**src/rtl/tsc_pkg.sv**
```systemverilog
`timescale 1ns / 1ps
// ----------------------------------------------------------------------------
// Text space collapse package
// Shared item types, character codes and queue sizes for the text space
// collapse and capitalising block.
// ----------------------------------------------------------------------------
package tsc_pkg;

   localparam int COUNT_WIDTH_DEFAULT = 16;
   localparam int CAP_WIDTH           = 16;
   localparam int LEN_WIDTH           = 16;

   localparam logic [CAP_WIDTH-1:0] CAP_RESET = 16'd256;

   localparam logic [7:0] CHAR_NUL        = 8'h00;
   localparam logic [7:0] CHAR_SPACE      = 8'h20;
   localparam logic [7:0] CHAR_TAB        = 8'h09;
   localparam logic [7:0] CHAR_CR         = 8'h0D;
   localparam logic [7:0] CHAR_SMALL_I    = 8'h69;
   localparam logic [7:0] CHAR_CAPITAL_I  = 8'h49;
   localparam logic [7:0] CHAR_APOSTROPHE = 8'h27;
   localparam logic [7:0] CHAR_COMMA      = 8'h2C;
   localparam logic [7:0] CHAR_PERIOD     = 8'h2E;

   localparam int OQ_DEPTH = 4;
   localparam int OQ_PTR_W = 2;
   localparam int OQ_CNT_W = 3;

   typedef struct packed {
      logic [7:0] ch;
      logic       is_end;
   } req_type;

   typedef struct packed {
      logic [7:0]           out_char;
      logic                 is_last;
      logic [LEN_WIDTH-1:0] total_len;
   } rsp_type;

   typedef struct packed {
      logic [1:0] count;
      rsp_type    first;
      rsp_type    second;
   } push_type;

   function automatic logic is_space(input logic [7:0] c);
      return (c == CHAR_SPACE) || ((c >= CHAR_TAB) && (c <= CHAR_CR));
   endfunction

endpackage

```
**src/rtl/tsc_outq.sv**
```systemverilog
`timescale 1ns / 1ps
// ----------------------------------------------------------------------------
// Result queue
// Four-entry queue that takes up to two result items per cycle and hands one
// item per cycle to the result channel while rsp_stall is low.
// ----------------------------------------------------------------------------
module tsc_outq (
   input  logic              clock,
   input  logic              reset,
   input  tsc_pkg::push_type push,
   output logic              room,
   output logic              rsp_valid,
   input  logic              rsp_stall,
   output tsc_pkg::rsp_type  rsp_data
);
   import tsc_pkg::*;

   rsp_type                mem_ff [OQ_DEPTH];
   logic [OQ_PTR_W-1:0]    rd_ptr_ff, rd_ptr_in;
   logic [OQ_PTR_W-1:0]    wr_ptr_ff, wr_ptr_in;
   logic [OQ_CNT_W-1:0]    count_ff, count_in;
   logic [OQ_PTR_W-1:0]    wr_next;
   logic                   pop;

   assign rsp_valid = (count_ff != '0);
   assign rsp_data  = mem_ff[rd_ptr_ff];
   assign pop       = rsp_valid && !rsp_stall;
   assign room      = (count_ff <= OQ_CNT_W'(OQ_DEPTH - 2));
   assign wr_next   = wr_ptr_ff + OQ_PTR_W'(1);

   always_comb begin
      rd_ptr_in = pop ? rd_ptr_ff + OQ_PTR_W'(1) : rd_ptr_ff;
      wr_ptr_in = wr_ptr_ff + OQ_PTR_W'(push.count);
      count_in  = count_ff + OQ_CNT_W'(push.count) - OQ_CNT_W'(pop);
   end

   always_ff @(posedge clock) begin
      if (reset) begin
         rd_ptr_ff <= '0;
         wr_ptr_ff <= '0;
         count_ff  <= '0;
      end else begin
         rd_ptr_ff <= rd_ptr_in;
         wr_ptr_ff <= wr_ptr_in;
         count_ff  <= count_in;
      end
   end

   always_ff @(posedge clock) begin
      if (push.count != 2'd0) begin
         mem_ff[wr_ptr_ff] <= push.first;
      end
      if (push.count == 2'd2) begin
         mem_ff[wr_next] <= push.second;
      end
   end

endmodule

```
**src/rtl/tsc_core.sv**
```systemverilog
`timescale 1ns / 1ps
// ----------------------------------------------------------------------------
// Text space collapse core
// Input register, per-text state and the single-pass logic that turns one
// input item into up to two result items.
// ----------------------------------------------------------------------------
module tsc_core #(
   parameter int COUNT_WIDTH = tsc_pkg::COUNT_WIDTH_DEFAULT
) (
   input  logic                            clock,
   input  logic                            reset,
   input  logic                            req_valid,
   output logic                            req_stall,
   input  tsc_pkg::req_type                req_data,
   input  logic                            csr_we,
   input  logic [tsc_pkg::CAP_WIDTH-1:0]   csr_wdata,
   input  logic                            room,
   output tsc_pkg::push_type               push
);
   import tsc_pkg::*;

   localparam int LW = ((COUNT_WIDTH > CAP_WIDTH) ? COUNT_WIDTH : CAP_WIDTH) + 1;

   logic                   in_valid_ff, in_valid_in;
   req_type                in_data_ff;
   logic [CAP_WIDTH-1:0]   cap_ff;
   logic                   after_space_ff, after_space_in;
   logic                   space_pending_ff, space_pending_in;
   logic                   held_i_ff, held_i_in;
   logic                   limit_ff, limit_in;
   logic [COUNT_WIDTH-1:0] count_ff, count_in;

   logic          fire, accept;
   logic [7:0]    c;
   logic          text_end, ws, holdable, fits, capital;
   logic [LW-1:0] count_max, lim, char_limit, sum, count_ext;
   logic          a_v, b_v, c_v;
   rsp_type       a_item, b_item, c_item;

   assign fire      = in_valid_ff && room;
   assign req_stall = in_valid_ff && !fire;
   assign accept    = req_valid && !req_stall;
   assign in_valid_in = accept || (in_valid_ff && !fire);

   assign c         = in_data_ff.ch;
   assign text_end  = in_data_ff.is_end || (c == CHAR_NUL);
   assign ws        = is_space(c);
   assign holdable  = after_space_ff && (c == CHAR_SMALL_I);
   assign capital   = text_end || ws || (c == CHAR_APOSTROPHE) || (c == CHAR_COMMA)
                      || (c == CHAR_PERIOD);

   assign count_max  = LW'({COUNT_WIDTH{1'b1}});
   assign lim        = (cap_ff == '0) ? '0 : LW'(cap_ff) - LW'(1);
   assign char_limit = (lim > count_max) ? count_max : lim;
   assign count_ext  = LW'(count_ff);
   assign sum        = count_ext + (space_pending_ff ? LW'(2) : LW'(1));
   assign fits       = !limit_ff && (sum <= char_limit);

   always_comb begin
      a_v    = held_i_ff;
      a_item = rsp_type'{out_char: capital ? CHAR_CAPITAL_I : CHAR_SMALL_I,
                         is_last: 1'b0, total_len: '0};
      b_v    = text_end || (!ws && fits && space_pending_ff);
      b_item = text_end ? rsp_type'{out_char: CHAR_NUL, is_last: 1'b1,
                                    total_len: count_ext[LEN_WIDTH-1:0]}
                        : rsp_type'{out_char: CHAR_SPACE, is_last: 1'b0,
                                    total_len: '0};
      c_v    = !text_end && !ws && fits && !holdable;
      c_item = rsp_type'{out_char: c, is_last: 1'b0, total_len: '0};

      push.count  = fire ? (2'(a_v) + 2'(b_v) + 2'(c_v)) : 2'd0;
      push.first  = a_v ? a_item : (b_v ? b_item : c_item);
      push.second = (a_v && b_v) ? b_item : c_item;
   end

   always_comb begin
      after_space_in   = after_space_ff;
      space_pending_in = space_pending_ff;
      held_i_in        = held_i_ff;
      limit_in         = limit_ff;
      count_in         = count_ff;
      if (fire) begin
         held_i_in = 1'b0;
         if (text_end) begin
            after_space_in   = 1'b1;
            space_pending_in = 1'b0;
            limit_in         = 1'b0;
            count_in         = '0;
         end else if (ws) begin
            space_pending_in = space_pending_ff || (!after_space_ff && !limit_ff);
            after_space_in   = 1'b1;
         end else begin
            if (fits) begin
               held_i_in = holdable;
               count_in  = sum[COUNT_WIDTH-1:0];
            end else begin
               limit_in = 1'b1;
            end
            space_pending_in = 1'b0;
            after_space_in   = 1'b0;
         end
      end
   end

   always_ff @(posedge clock) begin
      if (reset) begin
         in_valid_ff      <= 1'b0;
         cap_ff           <= CAP_RESET;
         after_space_ff   <= 1'b1;
         space_pending_ff <= 1'b0;
         held_i_ff        <= 1'b0;
         limit_ff         <= 1'b0;
         count_ff         <= '0;
      end else begin
         in_valid_ff      <= in_valid_in;
         after_space_ff   <= after_space_in;
         space_pending_ff <= space_pending_in;
         held_i_ff        <= held_i_in;
         limit_ff         <= limit_in;
         count_ff         <= count_in;
         if (csr_we) begin
            cap_ff <= csr_wdata;
         end
      end
   end

   always_ff @(posedge clock) begin
      if (accept) begin
         in_data_ff <= req_data;
      end
   end

endmodule

```
**src/rtl/text_space_collapse_and_i_capitalizer.sv**
```systemverilog
`timescale 1ns / 1ps
// ----------------------------------------------------------------------------
// Text space collapse and capitalising top level
// Collapses whitespace runs, trims leading and trailing whitespace, turns a
// stand-alone small i into a capital and reports the length of each text.
// ----------------------------------------------------------------------------
// Text bytes arrive on the req_ channel, one byte per item; an item with
// is_end set, or a zero byte, closes the text. Character items and one final
// item carrying total_len leave on the rsp_ channel. An item is taken when
// valid is high and stall is low.
// An accepted item is registered, processed once the queue has room and
// written to a four-entry result queue. One item is accepted per cycle while
// req_stall is low; an item that yields two results (a resolved held i
// together with a character or the end item) writes both into the queue at
// once, and the queue absorbs the extra result.
// req_stall is high while an item waits in the input register and the queue
// has room for fewer than two results.
// csr_we writes the output capacity in csr_wdata; it should only be written
// while no text is in flight. Reset empties the queue, clears the per-text
// state and sets the capacity to 256. A stalled receiver holds its item and
// fills the queue, after which the input is stalled too.
// ----------------------------------------------------------------------------
module text_space_collapse_and_i_capitalizer #(
   parameter int COUNT_WIDTH = tsc_pkg::COUNT_WIDTH_DEFAULT
) (
   input  logic                          clock,
   input  logic                          reset,
   input  logic                          req_valid,
   output logic                          req_stall,
   input  tsc_pkg::req_type              req_data,
   output logic                          rsp_valid,
   input  logic                          rsp_stall,
   output tsc_pkg::rsp_type              rsp_data,
   input  logic                          csr_we,
   input  logic [tsc_pkg::CAP_WIDTH-1:0] csr_wdata
);
   import tsc_pkg::*;

   push_type push;
   logic     room;

   tsc_core #(
      .COUNT_WIDTH(COUNT_WIDTH)
   ) u_core (
      .clock    (clock),
      .reset    (reset),
      .req_valid(req_valid),
      .req_stall(req_stall),
      .req_data (req_data),
      .csr_we   (csr_we),
      .csr_wdata(csr_wdata),
      .room     (room),
      .push     (push)
   );

   tsc_outq u_outq (
      .clock    (clock),
      .reset    (reset),
      .push     (push),
      .room     (room),
      .rsp_valid(rsp_valid),
      .rsp_stall(rsp_stall),
      .rsp_data (rsp_data)
   );

endmodule

```
**config.mk**
```make
export PLATFORM = sky130hd
export DESIGN_NAME = text_space_collapse_and_i_capitalizer
export DESIGN_NICKNAME = d
export VERILOG_FILES = /design/src/rtl/tsc_pkg.sv /design/src/rtl/tsc_outq.sv /design/src/rtl/tsc_core.sv /design/src/rtl/text_space_collapse_and_i_capitalizer.sv
export SDC_FILE = /design/constraint.sdc
export NUM_CORES = 1
export LEC_CHECK = 0
export BUFFER_PORTS_ARGS = -buffer_cell sky130_fd_sc_hd__clkbuf_2
export CORE_MARGIN = 2
export CORE_UTILIZATION = 40
export CTS_CLUSTER_DIAMETER = 40
export DETAILED_ROUTE_END_ITERATION = 7
export RECOVER_POWER = 50
export SLEW_MARGIN = 20
export SYNTH_ARGS = -nofsm -noshare
export SYNTH_HDL_FRONTEND = slang
export SYNTH_SLANG_ARGS = --single-unit
export TNS_END_PERCENT = 5
```
**constraint.sdc**
```tcl
create_clock -name clock -period 7.6 [get_ports clock]
set_clock_uncertainty 0.15 [all_clocks]
set_input_delay 0 -clock clock [delete_from_list [all_inputs] [get_ports clock]]
set_output_delay 0 -clock clock [all_outputs]
set_load 0.05 [all_outputs]
```
==> impl_results.rst, run 1 <==
.. list-table::
   :header-rows: 1

   * - Metric
     - Value
   * - Clock-pin slew of the registers on the worst-case setup and hold paths
     - 0.07 ns
   * - Leakage power
     - 3.57 nW
   * - Number of cells traversed by the worst register-to-register path
     - 21
   * - Largest net degree at the start of global routing
     - 47
   * - Failing checks
     - capacitance limit, slew limit
   * - Vias per inst
     - between 5 and 6
   * - Critical R2R Launch
     - u_core.space_pending_ff
   * - Proportion of layout cells with a drive suffix above 1
     - 13.2%
   * - Buffers on Ports
     - 56
   * - Number of antenna violations at the first check in global routing
     - 0
   * - Number of flops mapped to enable cells by yosys
     - 109
   * - Clock Sink Count
     - 155
   * - Worst-skew pair later-pin latency
     - 0.43 ns
   * - CTS tree
     - yes
   * - WP data arrival
     - around 7 ns
   * - Type of the tightest min-delay check
     - in2reg
   * - Maximum operating frequency
     - 0.148 GHz
   * - Type of destination of the critical path
     - flip-flop
   * - Max-cap violation count
     - 2
   * - Setup ws final
     - roughly 0.83 ns
   * - Root Buffer Master
     - sky130_fd_sc_hd__clkbuf_16
   * - Setup slack at placement
     - approximately 0.61 ns
   * - Gate count of the mapped netlist
     - 780
   * - First-iteration detailed-routing DRC count
     - ~380
   * - Minimum setup slack among reg-to-reg paths
     - 0.83 ns
   * - Core Region
     - 20,800 sq um
   * - Number of routed nets with antenna violations
     - 0
   * - CTS Buf Count
     - 17
   * - Number of top-level design ports
     - 57
   * - Tot Pwr
     - 2.51 mW
   * - FFs w/ async S/R, synth
     - 0%
   * - Max Slew Vio Count
     - 71
   * - Final setup violation count
     - 0
   * - GPL Wtd Cong
     - 0.826
   * - Net count after synthesis
     - between 800 and 900
   * - Ys flop type
     - sky130_fd_sc_hd__edfxtp_1
   * - Required time reported for the critical path endpoint
     - 7.64 ns
   * - Number of global-route vias before repair
     - 5,953
   * - Setup repair after global routing missed its margin
     - false
   * - Starting Density
     - ~40%
   * - Wire length of the first global-routing pass
     - 31,800 um
   * - Y dimension of the die
     - 149 um
   * - First-pass iteration count of the detailed router
     - 4
   * - Setup bufs post-CTS
     - 0
   * - Number of nets in the layout
     - 913
   * - Final Hold Vio Count
     - 0
   * - Final period util
     - 89.1%
   * - Result of the run
     - finished, violations left
   * - Mapped Avg Cell Area
     - 10.8 sq um
   * - Type of origin of the critical path
     - flip-flop
   * - Final Instance Count excl. Fillers
     - 1,143
   * - Distinct cell type count of the synthesized netlist
     - 64
   * - DRC
     - 0
   * - Slew at the pin closest to its max-slew limit
     - 2.13 ns
   * - Max-Slew Margin vs Limit
     - -42.1%
   * - Post-layout min period
     - 6.77 ns
   * - Total via count after detailed routing
     - 6,163
   * - Area growth from synthesis to layout
     - 17.4%
   * - Number of H-tree levels
     - 4
   * - Placed Cells incl. Taps
     - 1,066
   * - Synthesized flop and latch total
     - 155
   * - Accumulated negative setup slack
     - 0 ns
   * - Total of warnings raised by yosys
     - 0
   * - GRT Util Overall
     - 18.5%
   * - Floorplan row count
     - 53
   * - Capturing point of the worst reg2reg path
     - u_outq.mem_ff[3][3]
   * - Peak supply drop
     - a little under 0.2 mV
   * - Detail Placement HPWL
     - 13,300 um
   * - Total overflow reported by the global router
     - 0
   * - Pwr/cell area
     - 254 nW/um^2
   * - Area enclosed by the die boundary
     - 22,200 sq um
   * - Wire length per cell
     - around 17 um
   * - Worst Setup SP
     - u_core.space_pending_ff
   * - Buffer depth of the longest clock path
     - 2
   * - Max Fanout on Critical Path
     - 12
   * - Total wire length
     - 19,700 um
   * - Diode insertion count for antenna repair
     - 0
   * - Hold slack final
     - between 0.04 and 0.05 ns
   * - Critical path class
     - reg2reg
   * - Die W
     - between 100 and 150 um
   * - Cell area after synthesis
     - 8420 sq um
   * - End of the critical path
     - u_outq.mem_ff[3][3]
   * - Post-synthesis sequential area ratio
     - 49.8%
==> how the worst min path moves through the flow <==
stage	startpoint	to	slack [ns]	depth (start not counted)
finish	csr_we	u_core.cap_ff[8]	0.05	3
global route	csr_we	u_core.cap_ff[8]	0.07	3
CTS	csr_we	u_core.cap_ff[8]	0.05	3
detailed placement	req_data[8]	u_core.c[7]	0.03	1
global placement	req_data[4]	u_core.c[3]	0.03	1
floorplan	req_data[1]	u_core.c[0]	-0.05	0
==> cell families after synthesis <==
logic type      share of synthesized area (%)
flops                                    49.8
compound gates                           10.5
mux                                      8.59
xor+xnor                                 3.85
simple gates                             18.8
fa+ha+maj                                4.43
other cells                            0.0445
buf+inv                                  3.98
==> worst max-delay path: stages (launching register included) <==
cell and delay [ns]:
sky130_fd_sc_hd__dfxtp_1 0.41, sky130_fd_sc_hd__inv_1 0.12, sky130_fd_sc_hd__ha_1 0.19, sky130_fd_sc_hd__fa_1 0.28, sky130_fd_sc_hd__nand3_1 0.20, sky130_fd_sc_hd__nor4_1 0.60, sky130_fd_sc_hd__and3_1 0.33, sky130_fd_sc_hd__xor2_1 0.11
sky130_fd_sc_hd__ha_1 0.33, sky130_fd_sc_hd__nand4_1 0.15, sky130_fd_sc_hd__nor4_1 0.38, sky130_fd_sc_hd__and2_1 0.34, sky130_fd_sc_hd__nand2_1 0.19, sky130_fd_sc_hd__nand2_2 0.25, sky130_fd_sc_hd__nand3_1 0.14, sky130_fd_sc_hd__fa_1 0.65
sky130_fd_sc_hd__nor2b_1 0.21, sky130_fd_sc_hd__nand3_1 0.26, sky130_fd_sc_hd__nor2_1 0.45, sky130_fd_sc_hd__xnor2_1 0.33, sky130_fd_sc_hd__nor2_2 0.21, sky130_fd_sc_hd__and2_1 0.21
==> cell type report <==
type                       count  area [sq um]
multi-input combinational    545          3920
clock inverter                15           160
tap                          275           344
timing repair buffer         108           738
clock buffer                  17           425
sequential                   155          4190
fill                        1949         10900
inverter                      28           105
==> timing repair <==
item                                   CTS  global route
setup endpoints to repair                0            33
resized for setup                        0             4
hold buffers                            45             0
endpoints found under the hold margin   45             0
==> flip-flops by register name (all words and copies together), names as in the netlist, named ones only <==
signal	cells
u_core.c	8
u_outq.mem_ff	100
u_core.count_ff	16
u_core.after_space_ff	1
u_outq.wr_ptr_ff	2
u_core.limit_ff	1
u_core.space_pending_ff	1
u_core.cap_ff	16
u_core.in_data_ff	1
u_outq.rd_ptr_ff	2
u_outq.count_ff	3
u_core.a_v	1
u_core.in_valid_ff	1
==> routing by layer <==
layer | vias up | track usage [%] | part of all wire, %
li1 | 3051 | - | -
met1 | 2964 | 26.6 | 49
met2 | 132 | 28.7 | 46
met3 | 16 | 3.46 | 3.9
met4 | 0 | 5.38 | 1.1
met5 | - | 0 | 0
==> cells in the final DEF, fill, tap and decap left out, types with 30 or more instances in the layout <==
cell                            count
sky130_fd_sc_hd__and2_1            47
sky130_fd_sc_hd__edfxtp_1         109
sky130_fd_sc_hd__dfxtp_1           46
sky130_fd_sc_hd__clkbuf_1          30
sky130_fd_sc_hd__o21ai_0           30
sky130_fd_sc_hd__nand2_1           56
sky130_fd_sc_hd__a21oi_1           31
sky130_fd_sc_hd__nor2_1            61
sky130_fd_sc_hd__nor3_1            38
sky130_fd_sc_hd__dlygate4sd3_1     45
==> Yosys cell counts (5+ instances only) <==
master	count	share of area, %
sky130_fd_sc_hd__a21oi_1	32	1.9
sky130_fd_sc_hd__a31oi_1	6	0.45
sky130_fd_sc_hd__and2_1	48	3.6
sky130_fd_sc_hd__and3_1	9	0.67
sky130_fd_sc_hd__buf_1	6	0.27
sky130_fd_sc_hd__buf_2	7	0.42
sky130_fd_sc_hd__clkbuf_1	35	1.6
sky130_fd_sc_hd__dfxtp_1	46	11
sky130_fd_sc_hd__edfxtp_1	109	39
sky130_fd_sc_hd__ha_1	25	3.7
sky130_fd_sc_hd__inv_1	27	1.2
sky130_fd_sc_hd__mux2i_1	16	1.9
sky130_fd_sc_hd__mux4_2	25	6.7
sky130_fd_sc_hd__nand2_1	56	2.5
sky130_fd_sc_hd__nand3_1	14	0.83
sky130_fd_sc_hd__nand4_1	27	2.0
sky130_fd_sc_hd__nor2_1	68	3.0
sky130_fd_sc_hd__nor2b_1	8	0.59
sky130_fd_sc_hd__nor3_1	38	2.3
sky130_fd_sc_hd__nor4_1	10	0.74
sky130_fd_sc_hd__o2111ai_1	6	0.62
sky130_fd_sc_hd__o211ai_1	7	0.62
sky130_fd_sc_hd__o21ai_0	29	1.7
sky130_fd_sc_hd__o21ai_1	13	0.77
sky130_fd_sc_hd__o311ai_1	6	0.62
sky130_fd_sc_hd__or3_1	5	0.37
sky130_fd_sc_hd__xnor2_1	20	2.1
sky130_fd_sc_hd__xor2_1	17	1.8
==> power breakdown <==
group	switching, mW	leakage, nW	internal, mW	total [mW]
clock network	0.364	0.281	0.489	0.853
registers	0.0666	1.38	0.958	1.02
logic	0.413	1.91	0.218	0.631
total	0.843	3.57	1.67	2.51
==> metrics by stage <==
step	area [sq um]	util (%)
2_1_floorplan	8420	-
3_3_place_gp	8890	42.7
3_5_place_dp	8890	42.7
4_1_cts	9930	47.7
5_1_grt	9880	47.5
6_report	9880	47.5
(Power assumes the default switching activity.)
==> run 2, diff against run 1 <==
- CORE_UTILIZATION: 40 -> 30
==> impl_results.rst, run 2 (synthesis results as in run 1) <==
.. list-table::
   :header-rows: 1

   * - Metric
     - Value
   * - Most prevalent standard cell on the critical path
     - sky130_fd_sc_hd__nand3_1
   * - Type of the tightest min-delay check
     - in2reg
   * - Slowest stage cell on the critical path
     - sky130_fd_sc_hd__fa_1
   * - Max Slew Vio Count
     - 97 (+37%)
   * - Vias per inst
     - 5.07 (-5.9%)
   * - Total cell area at the placement stage
     - 9020 sq um (+1.4%)
   * - Largest net degree at the start of global routing
     - 48 (+2.1%)
   * - Type of destination of the critical path
     - flip-flop
   * - CTS tree
     - yes
   * - Area growth from synthesis to layout
     - 19.1%
   * - Number of antenna violations at the first check in global routing
     - 0 (unchanged)
   * - Starting Density
     - 30.4% (-10 points)
   * - Buffers on Ports
     - 56 (unchanged)
   * - Total via count after detailed routing
     - 6,319 (+2.5%)
   * - GPL Wtd Cong
     - 0.797 (-3.5%)
   * - Switching power as a share of total power
     - 35.7% (+2.1 points)
   * - Max Fanout on Critical Path
     - 12 (unchanged)
   * - Maximum operating frequency
     - 0.141 GHz (-4.3%)
   * - Total overflow reported by the global router
     - 0 (unchanged)
   * - Clock network power share
     - 34.3% (+0.3 points)
   * - Max-Slew Margin vs Limit
     - -43.2% (-1.1 points)
   * - Buffer depth of the longest clock path
     - 2 (unchanged)
   * - Reg with most FFs
     - u_outq.mem_ff
   * - Critical path class
     - reg2reg
   * - Largest register FFs
     - 100 (unchanged)
   * - Area enclosed by the die boundary
     - 29,400 sq um (+32%)
   * - Placed Cells incl. Taps
     - 1,169 (+9.7%)
   * - Worst-skew pair later-pin latency
     - 0.43 ns (about the same)
   * - Setup ws final
     - 0.527 ns (-0.303 ns)
   * - Slew at the pin closest to its max-slew limit
     - 2.15 ns (+0.0171 ns)
   * - Biggest registers after layout
     - u_outq.mem_ff (100), u_core.cap_ff (16), u_core.count_ff (16)
   * - Final period util
     - 93.1% (+4.0 points)
   * - Wire length per cell
     - 16.1 um (-6.4%)
   * - Setup bufs post-CTS
     - 0 (unchanged)
   * - Pwr/cell area
     - 252 nW/um^2 (-0.83%)
   * - Setup repair after global routing missed its margin
     - false
   * - Net Sw Power
     - 0.901 mW (+6.8%)
   * - Clock Sink Count
     - 155 (unchanged)
   * - Setup slack at placement
     - 0.572 ns (-0.0379 ns)
   * - Root Buffer Master
     - sky130_fd_sc_hd__clkbuf_16
   * - Max-cap violation count
     - 3 (+1)
   * - Wire length of the first global-routing pass
     - 32,700 um (+2.8%)
   * - Number of routed nets with antenna violations
     - 0 (unchanged)
   * - Hold slack final
     - 0.0365 ns (-0.0104 ns)
   * - Final Instance Count excl. Fillers
     - 1,246 (+9.0%)
   * - Family with the most delay on the worst path
     - simple AND/OR/NAND/NOR gates
   * - Result of the run
     - finished, violations left
   * - First-iteration detailed-routing DRC count
     - 552 (+47%)
   * - Longest individual stage delay on the worst path
     - 0.67 ns (+0.02 ns)
   * - WP data arrival
     - 7.21 ns (+0.41 ns)
   * - Floorplan row count
     - 61 (+15%)
   * - Final core area utilization
     - 36.2% (-11 points)
   * - Relative contribution of combinational cells to total power
     - 25.2% (about the same)
   * - Accumulated negative setup slack
     - 0 ns (unchanged)
   * - CTS Buf Count
     - 17 (unchanged)
   * - Core Region
     - 27,700 sq um (+33%)
   * - Required time reported for the critical path endpoint
     - 7.74 ns (+0.10 ns)
   * - Clock-pin slew of the registers on the worst-case setup and hold paths
     - 0.08 ns (about the same)
   * - Design internal power
     - 1.62 mW (-2.5%)
   * - Detail Placement HPWL
     - 13,700 um (+2.8%)
   * - Number of nets in the layout
     - 913 (unchanged)
   * - Proportion of layout cells with a drive suffix above 1
     - 13.1% (-0.12 points)
   * - Number of top-level design ports
     - 57 (unchanged)
   * - Commonest cells after routing, fill and taps aside
     - 109 x sky130_fd_sc_hd__edfxtp_1, 64 x sky130_fd_sc_hd__nor2_1, 56 x sky130_fd_sc_hd__nand2_1
   * - Number of global-route vias before repair
     - 6,012 (+0.99%)
   * - Diode insertion count for antenna repair
     - 0 (unchanged)
   * - Final setup violation count
     - 0 (unchanged)
   * - Post-layout min period
     - 7.07 ns (+0.303 ns)
   * - GRT Util Overall
     - 14.2% (-4.3 points)
   * - Number of H-tree levels
     - 4 (unchanged)
   * - Type of origin of the critical path
     - flip-flop
   * - Y dimension of the die
     - 172 um (+15%)
   * - Total wire length
     - 20,100 um (+2.0%)
   * - Tot Pwr
     - 2.52 mW (+0.61%)
   * - Proportion of power drawn by flip-flops and latches
     - 40.5% (-0.3 points)
   * - Cell area after layout
     - 10,000 sq um (+1.5%)
   * - Minimum setup slack among reg-to-reg paths
     - 0.53 ns (-0.30 ns)
   * - Die W
     - 172 um (+15%)
   * - First-pass iteration count of the detailed router
     - 5 (+1)
   * - Leading cell type in the layout, fill and taps excluded
     - sky130_fd_sc_hd__edfxtp_1
   * - Buf/Inv on CP
     - 1 (unchanged)
   * - Failing checks
     - capacitance limit, slew limit
   * - DRC
     - 0 (unchanged)
   * - Peak supply drop
     - 0.115 mV (-40%)
   * - Final Hold Vio Count
     - 0 (unchanged)
   * - Leakage power
     - 3.58 nW (+0.51%)
   * - Series of cell instances along the critical path
     - inv_1 -> ha_1 -> fa_1 -> nand3_1 -> nor4_1 -> and3_1 -> xor2_1 -> ha_1 -> nand4_1 -> nor4_1 -> and2_1 -> nand2_1 -> nand2_2 -> nand3_1 -> fa_1 -> nor2b_1 -> nand3_1 -> nor2_1 -> xnor2_1 -> nor2_1 -> and2_1
## run 2: changes by cell type in the layout (fill, tap and decap cells not counted), moves of 2 or more
cell	before	now
sky130_fd_sc_hd__clkinv_8	0	4
sky130_fd_sc_hd__inv_6	6	1
sky130_fd_sc_hd__bufinv_16	2	0
sky130_fd_sc_hd__clkbuf_2	29	31
sky130_fd_sc_hd__clkinv_4	0	3
sky130_fd_sc_hd__clkinv_2	2	0
sky130_fd_sc_hd__nor2_1	61	64
sky130_fd_sc_hd__clkinvlp_4	3	0
sky130_fd_sc_hd__inv_8	1	6
sky130_fd_sc_hd__nor2_2	7	4
## run 2: worst min-delay path: cells and delay by family
family | cells | cell delay (ns)
multiplexers | 1 | 0.20
buffers and inverters | 1 | 0.32
AND/OR/NAND/NOR | 1 | 0.06
## run 2: worst paths after layout
path | start | endpoint | cells after the start
hold reg to reg | u_outq.rd_ptr_ff[1] | flip-flop | 2
setup / recovery | u_core.space_pending_ff | u_outq.mem_ff[3][2] | 21
hold / removal | csr_we | u_core.cap_ff[8] | 3
setup reg to reg | u_core.space_pending_ff | u_outq.mem_ff[3][2] | 21
## run 2: layout make-up
type / count / area, sq um
timing repair buffer: 108 / 737
sequential: 155 / 4190
fill: 2735 / 17700
clock inverter: 15 / 184
clock buffer: 17 / 425
multi-input combinational: 545 / 3910
tap: 378 / 473
inverter: 28 / 105
## run 2: layer usage
layer | share of wire (%) | vias up | GRT usage (%) | wire length (um)
met3 | 6.1 | 17 | 2.72 | 1230
li1 | - | 3063 | - | -
met2 | 45 | 224 | 22.3 | 9080
met4 | 1.2 | 0 | 3.61 | 241
met1 | 48 | 3015 | 20.1 | 9560
met5 | 0 | - | 0 | 0
## run 2: power by group through the flow
stage	clock network, mW	registers (mW)	logic, mW
detailed placement	0	1.04	0.632
global placement	0	1.04	0.628
finish	0.865	1.02	0.636
floorplan	0	0.995	0.535
global route	0.912	1.04	0.689
CTS	0.876	1.03	0.656
## run 2: timing repair
| action | 4_1_cts | 5_1_grt |
|---|---|---|
| gates resized for setup | 0 | 1 |
| setup endpoints to repair | 0 | 12 |
| hold buffers | 45 | 0 |
| endpoints found under the hold margin | 45 | 0 |
